File: src/hdl/jdbs_pkg.sv
// shared types and constants of the json document boundary scanner
package jdbs_pkg;

    localparam int DEPTH_BITS = 16;
    localparam int Q_DEPTH    = 4;
    localparam int Q_AW       = $clog2(Q_DEPTH);
    localparam int Q_CW       = $clog2(Q_DEPTH + 1);

    typedef logic signed [DEPTH_BITS-1:0] t_depth;

    localparam t_depth DEPTH_MAX = t_depth'({1'b0, {(DEPTH_BITS-1){1'b1}}});
    localparam t_depth DEPTH_MIN = t_depth'({1'b1, {(DEPTH_BITS-1){1'b0}}});

    typedef enum logic [3:0] {
        CLS_OTHER,
        CLS_NUL,
        CLS_QUOTE,
        CLS_BSLASH,
        CLS_EOL,
        CLS_OPEN_BRACE,
        CLS_CLOSE_BRACE,
        CLS_OPEN_BRACKET,
        CLS_CLOSE_BRACKET
    } t_cls;

    typedef struct packed {
        t_cls cls;
        logic last;
        logic empty;
    } t_entry;

endpackage

File: src/hdl/jdbs_front.sv
// front end: accepts requests and classifies each byte
module jdbs_front (
    input  logic            i_valid,
    input  logic [7:0]      i_data_byte,
    input  logic            i_end_of_buffer,
    input  logic            i_empty_buffer,
    input  logic            i_q_full,
    output logic            o_stall,
    output logic            o_push,
    output jdbs_pkg::t_entry o_entry
);
    import jdbs_pkg::*;

    localparam logic [7:0] CH_NUL      = 8'h00;
    localparam logic [7:0] CH_QUOTE    = 8'h22;
    localparam logic [7:0] CH_BSLASH   = 8'h5c;
    localparam logic [7:0] CH_LF       = 8'h0a;
    localparam logic [7:0] CH_CR       = 8'h0d;
    localparam logic [7:0] CH_LBRACE   = 8'h7b;
    localparam logic [7:0] CH_RBRACE   = 8'h7d;
    localparam logic [7:0] CH_LBRACKET = 8'h5b;
    localparam logic [7:0] CH_RBRACKET = 8'h5d;

    t_cls cls;

    always_comb begin
        case (i_data_byte)
            CH_NUL:      cls = CLS_NUL;
            CH_QUOTE:    cls = CLS_QUOTE;
            CH_BSLASH:   cls = CLS_BSLASH;
            CH_LF,
            CH_CR:       cls = CLS_EOL;
            CH_LBRACE:   cls = CLS_OPEN_BRACE;
            CH_RBRACE:   cls = CLS_CLOSE_BRACE;
            CH_LBRACKET: cls = CLS_OPEN_BRACKET;
            CH_RBRACKET: cls = CLS_CLOSE_BRACKET;
            default:     cls = CLS_OTHER;
        endcase
    end

    assign o_stall       = i_q_full;
    assign o_push        = i_valid && !i_q_full;
    assign o_entry.cls   = cls;
    assign o_entry.last  = i_end_of_buffer;
    assign o_entry.empty = i_empty_buffer;

endmodule

File: src/hdl/jdbs_queue.sv
// short fifo of classified requests between front and back
module jdbs_queue (
    input  logic             i_clk,
    input  logic             i_rst_n,
    input  logic             i_push,
    input  jdbs_pkg::t_entry i_entry,
    input  logic             i_pop,
    output logic             o_full,
    output logic             o_valid,
    output jdbs_pkg::t_entry o_head
);
    import jdbs_pkg::*;

    t_entry            r_mem [Q_DEPTH];
    logic [Q_AW-1:0]   r_wr_ptr, n_wr_ptr;
    logic [Q_AW-1:0]   r_rd_ptr, n_rd_ptr;
    logic [Q_CW-1:0]   r_count, n_count;

    always_comb begin
        n_wr_ptr = r_wr_ptr;
        n_rd_ptr = r_rd_ptr;
        n_count  = r_count;
        if (i_push) begin
            n_wr_ptr = (r_wr_ptr == Q_AW'(Q_DEPTH - 1)) ? '0 : r_wr_ptr + 1'b1;
        end
        if (i_pop) begin
            n_rd_ptr = (r_rd_ptr == Q_AW'(Q_DEPTH - 1)) ? '0 : r_rd_ptr + 1'b1;
        end
        if (i_push && !i_pop) begin
            n_count = r_count + 1'b1;
        end else if (i_pop && !i_push) begin
            n_count = r_count - 1'b1;
        end
    end

    always_ff @(posedge i_clk) begin
        if (!i_rst_n) begin
            r_wr_ptr <= '0;
            r_rd_ptr <= '0;
            r_count  <= '0;
        end else begin
            r_wr_ptr <= n_wr_ptr;
            r_rd_ptr <= n_rd_ptr;
            r_count  <= n_count;
        end
    end

    always_ff @(posedge i_clk) begin
        if (i_push) begin
            r_mem[r_wr_ptr] <= i_entry;
        end
    end

    assign o_full  = (r_count == Q_CW'(Q_DEPTH));
    assign o_valid = (r_count != '0);
    assign o_head  = r_mem[r_rd_ptr];

endmodule

File: src/hdl/jdbs_back.sv
// back end: depth counters, string and skip flags, result register
module jdbs_back (
    input  logic             i_clk,
    input  logic             i_rst_n,
    input  logic             i_q_valid,
    input  jdbs_pkg::t_entry i_head,
    output logic             o_pop,
    output logic             o_valid,
    input  logic             i_stall,
    output logic             o_has_document
);
    import jdbs_pkg::*;

    t_depth r_brace, n_brace;
    t_depth r_bracket, n_bracket;
    logic   r_in_str, n_in_str;
    logic   r_skip, n_skip;
    logic   r_seen, n_seen;
    logic   r_answered, n_answered;
    logic   r_out_valid;
    logic   r_out_doc;

    logic   produce, ans, done, clear, out_free;

    function automatic t_depth depth_inc(input t_depth v);
        return (v == DEPTH_MAX) ? v : v + t_depth'(1);
    endfunction

    function automatic t_depth depth_dec(input t_depth v);
        return (v == DEPTH_MIN) ? v : v - t_depth'(1);
    endfunction

    always_comb begin
        n_brace    = r_brace;
        n_bracket  = r_bracket;
        n_in_str   = r_in_str;
        n_skip     = r_skip;
        n_seen     = r_seen;
        n_answered = r_answered;
        produce    = 1'b0;
        ans        = 1'b0;
        done       = 1'b0;
        clear      = 1'b0;
        if (i_head.empty) begin
            produce = 1'b1;
            ans     = 1'b1;
            clear   = 1'b1;
        end else if (r_answered) begin
            clear = i_head.last;
        end else begin
            if (r_skip) begin
                n_skip = 1'b0;
            end else begin
                case (i_head.cls)
                    CLS_NUL: begin
                        done = 1'b1;
                        ans  = r_seen && (r_brace == '0) && (r_bracket == '0);
                    end
                    CLS_QUOTE:  n_in_str = !r_in_str;
                    CLS_BSLASH: n_skip = 1'b1;
                    CLS_EOL: begin
                        if (!r_in_str) begin
                            done = 1'b1;
                            ans  = r_seen && (r_brace == '0) && (r_bracket == '0);
                        end
                    end
                    CLS_OPEN_BRACE:    if (!r_in_str) n_brace = depth_inc(r_brace);
                    CLS_CLOSE_BRACE:   if (!r_in_str) n_brace = depth_dec(r_brace);
                    CLS_OPEN_BRACKET:  if (!r_in_str) n_bracket = depth_inc(r_bracket);
                    CLS_CLOSE_BRACKET: if (!r_in_str) n_bracket = depth_dec(r_bracket);
                    default: ;
                endcase
            end
            n_seen = 1'b1;
            // buffer ran out without a terminator
            if (!done && i_head.last) begin
                done = 1'b1;
                ans  = (n_brace == '0) && (n_bracket == '0);
            end
            produce = done;
            if (done) begin
                if (i_head.last) begin
                    clear = 1'b1;
                end else begin
                    n_answered = 1'b1;
                end
            end
        end
        if (clear) begin
            n_brace    = '0;
            n_bracket  = '0;
            n_in_str   = 1'b0;
            n_skip     = 1'b0;
            n_seen     = 1'b0;
            n_answered = 1'b0;
        end
    end

    assign out_free = !r_out_valid || !i_stall;
    // requests with no result go on even while the result slot is held
    assign o_pop    = i_q_valid && (!produce || out_free);

    always_ff @(posedge i_clk) begin
        if (!i_rst_n) begin
            r_brace     <= '0;
            r_bracket   <= '0;
            r_in_str    <= 1'b0;
            r_skip      <= 1'b0;
            r_seen      <= 1'b0;
            r_answered  <= 1'b0;
            r_out_valid <= 1'b0;
        end else begin
            if (o_pop) begin
                r_brace    <= n_brace;
                r_bracket  <= n_bracket;
                r_in_str   <= n_in_str;
                r_skip     <= n_skip;
                r_seen     <= n_seen;
                r_answered <= n_answered;
            end
            if (o_pop && produce) begin
                r_out_valid <= 1'b1;
            end else if (!i_stall) begin
                r_out_valid <= 1'b0;
            end
        end
    end

    always_ff @(posedge i_clk) begin
        if (o_pop && produce) begin
            r_out_doc <= ans;
        end
    end

    assign o_valid        = r_out_valid;
    assign o_has_document = r_out_doc;

`ifndef SYNTHESIS
    a_state_holds: assert property (@(posedge i_clk) disable iff (!i_rst_n)
        !o_pop |=> $stable({r_brace, r_bracket, r_in_str, r_skip, r_seen, r_answered}))
        else $error("scan state changed without a request");

    a_result_lands: assert property (@(posedge i_clk) disable iff (!i_rst_n)
        o_pop && produce |=> r_out_valid)
        else $error("result lost on its way to the output register");

    a_answered_clean: assert property (@(posedge i_clk) disable iff (!i_rst_n)
        r_answered |-> r_seen && !r_skip)
        else $error("answer flag set with inconsistent scan flags");

    a_hold_reason: assert property (@(posedge i_clk) disable iff (!i_rst_n)
        i_q_valid && !o_pop |-> produce && r_out_valid && i_stall)
        else $error("queue head held with the result slot free");
`endif

endmodule

File: src/hdl/json_document_boundary_scanner.sv
// top level of the json document boundary scanner
//
//  channel  direction  handshake          payload
//  input    in         i_valid / o_stall  i_data_byte, i_end_of_buffer, i_empty_buffer
//  output   out        o_valid / i_stall  o_has_document
//
// one byte a cycle sustained while the queue has room; each depth and flag update is made in the back end
// a taken byte is held in the queue, then its result is held in the result register
// synchronous active-low reset clears queue, scan state and result valid
// output stalls only hold bytes that yield a result; others drain past a held result
// a four-deep queue lets the input run on until it fills
module json_document_boundary_scanner (
    input  logic       i_clk,
    input  logic       i_rst_n,
    input  logic       i_valid,
    output logic       o_stall,
    input  logic [7:0] i_data_byte,
    input  logic       i_end_of_buffer,
    input  logic       i_empty_buffer,
    output logic       o_valid,
    input  logic       i_stall,
    output logic       o_has_document
);
    import jdbs_pkg::*;

    logic   q_full, q_valid, push, pop;
    t_entry push_entry, head;

    jdbs_front u_front (
        .i_valid         (i_valid),
        .i_data_byte     (i_data_byte),
        .i_end_of_buffer (i_end_of_buffer),
        .i_empty_buffer  (i_empty_buffer),
        .i_q_full        (q_full),
        .o_stall         (o_stall),
        .o_push          (push),
        .o_entry         (push_entry)
    );

    jdbs_queue u_queue (
        .i_clk   (i_clk),
        .i_rst_n (i_rst_n),
        .i_push  (push),
        .i_entry (push_entry),
        .i_pop   (pop),
        .o_full  (q_full),
        .o_valid (q_valid),
        .o_head  (head)
    );

    jdbs_back u_back (
        .i_clk          (i_clk),
        .i_rst_n        (i_rst_n),
        .i_q_valid      (q_valid),
        .i_head         (head),
        .o_pop          (pop),
        .o_valid        (o_valid),
        .i_stall        (i_stall),
        .o_has_document (o_has_document)
    );

endmodule

File: config.mk
export PLATFORM = sky130hd
export DESIGN_NAME = json_document_boundary_scanner
export DESIGN_NICKNAME = d
export VERILOG_FILES = /design/src/hdl/jdbs_pkg.sv /design/src/hdl/jdbs_front.sv /design/src/hdl/jdbs_queue.sv /design/src/hdl/jdbs_back.sv /design/src/hdl/json_document_boundary_scanner.sv
export SDC_FILE = /design/constraint.sdc
export NUM_CORES = 1
export LEC_CHECK = 0
export ABC_AREA = 1
export BUFFER_PORTS_ARGS = -buffer_cell sky130_fd_sc_hd__buf_4
export CAP_MARGIN = 15
export CORE_ASPECT_RATIO = 0.6
export CORE_MARGIN = 4
export CORE_UTILIZATION = 55
export CTS_CLUSTER_DIAMETER = 30
export DETAILED_ROUTE_END_ITERATION = 8
export PLACE_DENSITY_LB_ADDON = 0.15
export RECOVER_POWER = 100
export SYNTH_ARGS = -nofsm -noshare
export SYNTH_HDL_FRONTEND = slang
export SYNTH_SLANG_ARGS = --single-unit
File: constraint.sdc
create_clock -name i_clk -period 3.83 [get_ports i_clk]
set_input_delay 0.766 -clock i_clk [delete_from_list [all_inputs] [get_ports i_clk]]
set_output_delay 0.766 -clock i_clk [all_outputs]
set_load 0.02 [all_outputs]
==> flow_summary.toml <==
[final_layout]
antenna_cells = 0
final_util = 0.5961
fillers = 1144
nets = 1096
fin_cells = 1234
syn2layout_area_growth_pct = 5.165
drive_gt1_frac = 0.08101
final_cell_mix = "nand2_1, nor2_1, nand3_1, inv_1, dfxtp_1"
layout_commonest_cell = "nand2_1"

[timing]
final_max_slew_viol_count = 0
hold_viol = 0
finalClockSkew_ns = 0.01160
timing.final.crit_share = 0.8683
fin_setup_tns_ns = 0
rsz0062_at_grt = "false"
setup_slack_ns = 0.5043
setup_violations = 0
period_needed_ns = 3.326
relSlewSlack = 0.1339
fmax_ghz = 0.3007
worst_pin_slew_ns = 1.298

[critical_path]
worst_setup_path_start_kind = "register"
required_ns = 4.09
path_max_fanout = 22
worstSetupEndpointType = "register"
worstPathCellList = "clkinv_1 -> nand4_1 -> nand2_1 -> o21ai_0 -> clkinv_1 -> nand3_2 -> nand2_4 -> inv_6 -> nand3_4 -> inv_2 -> nand2_1 -> a21oi_1"
crit_arrival_ns = 3.59
max_stage_delay_ns = 0.62
cp_slowest_cell = "clkinv_1"
crit_type = "register to register"

[global_routing]
grt_pass1_vias = 6016
antenna_found_initial = 0
grt_busiest_layer = "met1"
use_met3 = 0.1580
grt_max_degree = 38
grt_use_met2 = 0.3446
overflow = 0
grt_pass1_wl_mm = 32.59
use_met1 = 0.4887
track_usage = 0.3045

[clock_tree]
clk_pin_slew_ns = 0.07
cts_root_buffer = "clkbuf_16"
post-cts-setup-buffer-count = 0
cts_buffers = 9
htree_levels = 3
cts_hold_buffers = 0
cts_sinks = 71
ctsResizeCount = 0
cts_tree = "done"
max-clock-path-buffers = 2
clkLatencyLatePin_ns = 0.35

[place]
hpwl_mm = 15.28
place_congestion = 1.027
io_buffer_count = 16
dp.cells = 1218
place_ws_ns = 0.7811

[power_and_ir_drop]
power_density_nw_per_um2 = 582.1
irDropWorstVdd_mv = 0.4433
p_leak_nw = 3.190
finalPower_mw = 3.959

[route]
viasPerCell = 5.737
wl_per_cell_um = 16.84
vias = 7080
drt-total-wl_mm = 20.78
drc = 0
drt_iter0_drc = 1120
first_pass_iters = 7
drtAntennaViolNets = 0

[die]
core_area_um2 = 11410
std_cell_rows = 30
start_util = 0.5668
num_io_pins = 17
die_area_um2 = 13610
die_w_um = 148.0
die_y_um = 92.00

[synthesis]
synthFlopType = "dfxtp_1"
synthesis.area_um2 = 6467
synth.top_cell.area_share = 0.2159
synthTopCellsByArea = "nand2_1, dfxtp_1, nand3_1"
synth_nets = 1110
avgSynthCellArea_um2 = 5.972
syn_inst = 1083
synth_seq_area_share = 0.2585
yosys_warnings = 0
async_flop_share = 0
synth_edf_count = 25
ys_types = 47
ys_seq_elements = 71
yosysTopAreaCell = "nand2_1"

[flow_run]
drv_cap = 0

[status]
status = "complete, no violations"

[min_path]
hold_class = "register to register"
## state kept, by name (all words and copies together), names as in the netlist, 2 cells and up, named ones only
| name | flops |
|---|---|
| u_queue.r_mem | 24 |
| u_queue.r_rd_ptr | 2 |
| u_queue.r_wr_ptr | 2 |
| u_back.r_bracket | 16 |
| u_back.r_brace | 16 |
| u_queue.r_count | 3 |
## logic make-up (layout without fill, tap and decap cells)
group	count (synthesis)	count (layout)	synth area share
flip-flops	71	71	0.2585
AND/OR/NAND/NOR	739	739	0.4904
adder cells (fa/ha/maj)	13	13	0.02631
buffers and inverters	135	126	0.1000
XOR/XNOR	17	17	0.02302
AO/OA/AOI/OAI	108	108	0.1018
## critical path, delay by kind of cell, from the launching register on
family / cells / cell delay [ns]
and+or+nand+nor: 6 / 1.16
AOI/OAI and AO/OA: 2 / 0.43
buffers and inverters: 4 / 1.30
DFF: 1 / 0.33
## stage by stage
step | hold slack (ns) | area, um2
floorplan | 0.4394 | 6467
finish | 0.4688 | 6802
detailed placement | 0.4537 | 6550
global route | 0.5022 | 6802
global placement | 0.4495 | 6550
CTS | 0.4641 | 6830
## synth_stat cells, types with 11 or more instances
cell type / number
nor2_1: 154
clkbuf_1: 17
nand2_1: 372
o21ai_0: 24
nand3_1: 153
nand2_2: 18
inv_1: 70
xor2_1: 15
dfxtp_1: 46
o21a_1: 19
a21oi_1: 43
buf_6: 11
buf_2: 19
ha_1: 12
edfxtp_1: 25
nand4_1: 12
## where the power goes
part | switching (mW) | internal, mW | total (mW)
registers | 0.108 | 0.883 | 0.992
clock network | 0.366 | 0.446 | 0.812
logic | 1.52 | 0.631 | 2.15
total | 2.00 | 1.96 | 3.96
## area by class of cell
class | instances | area (um2) | share of cell area
clock buffer | 9 | 225.2 | 0.03311
clock inverter | 7 | 55.05 | 0.008094
inverter | 82 | 319.1 | 0.04691
multi-input combinational | 877 | 4143 | 0.6091
sequential | 71 | 1672 | 0.2458
tap | 160 | 200.2 | 0.02943
timing repair buffer | 28 | 187.7 | 0.02759
## final timing paths
| check | from | endpoint | slack [ns] | cells after the start |
|---|---|---|---|---|
| max | u_back.r_in_str$_SDFFE_PN0P_ | u_back.r_brace[1]$_SDFFE_PN0P_ | 0.50 | 12 |
| min | u_back.r_seen$_SDFFE_PN0P_ | u_back.r_seen$_SDFFE_PN0P_ | 0.47 | 2 |
| max reg2reg | u_back.r_in_str$_SDFFE_PN0P_ | u_back.r_brace[1]$_SDFFE_PN0P_ | 0.50 | 12 |
| min reg2reg | u_back.r_seen$_SDFFE_PN0P_ | u_back.r_seen$_SDFFE_PN0P_ | 0.47 | 2 |
## metal layers
layer | wire length [um] | vias to the layer above
li1 | - | 3458
met1 | 9943 | 3127
met2 | 7062 | 468
met3 | 3583 | 27
met4 | 194 | 0
met5 | 0 | -
Power figures use the tool's default switching activity.
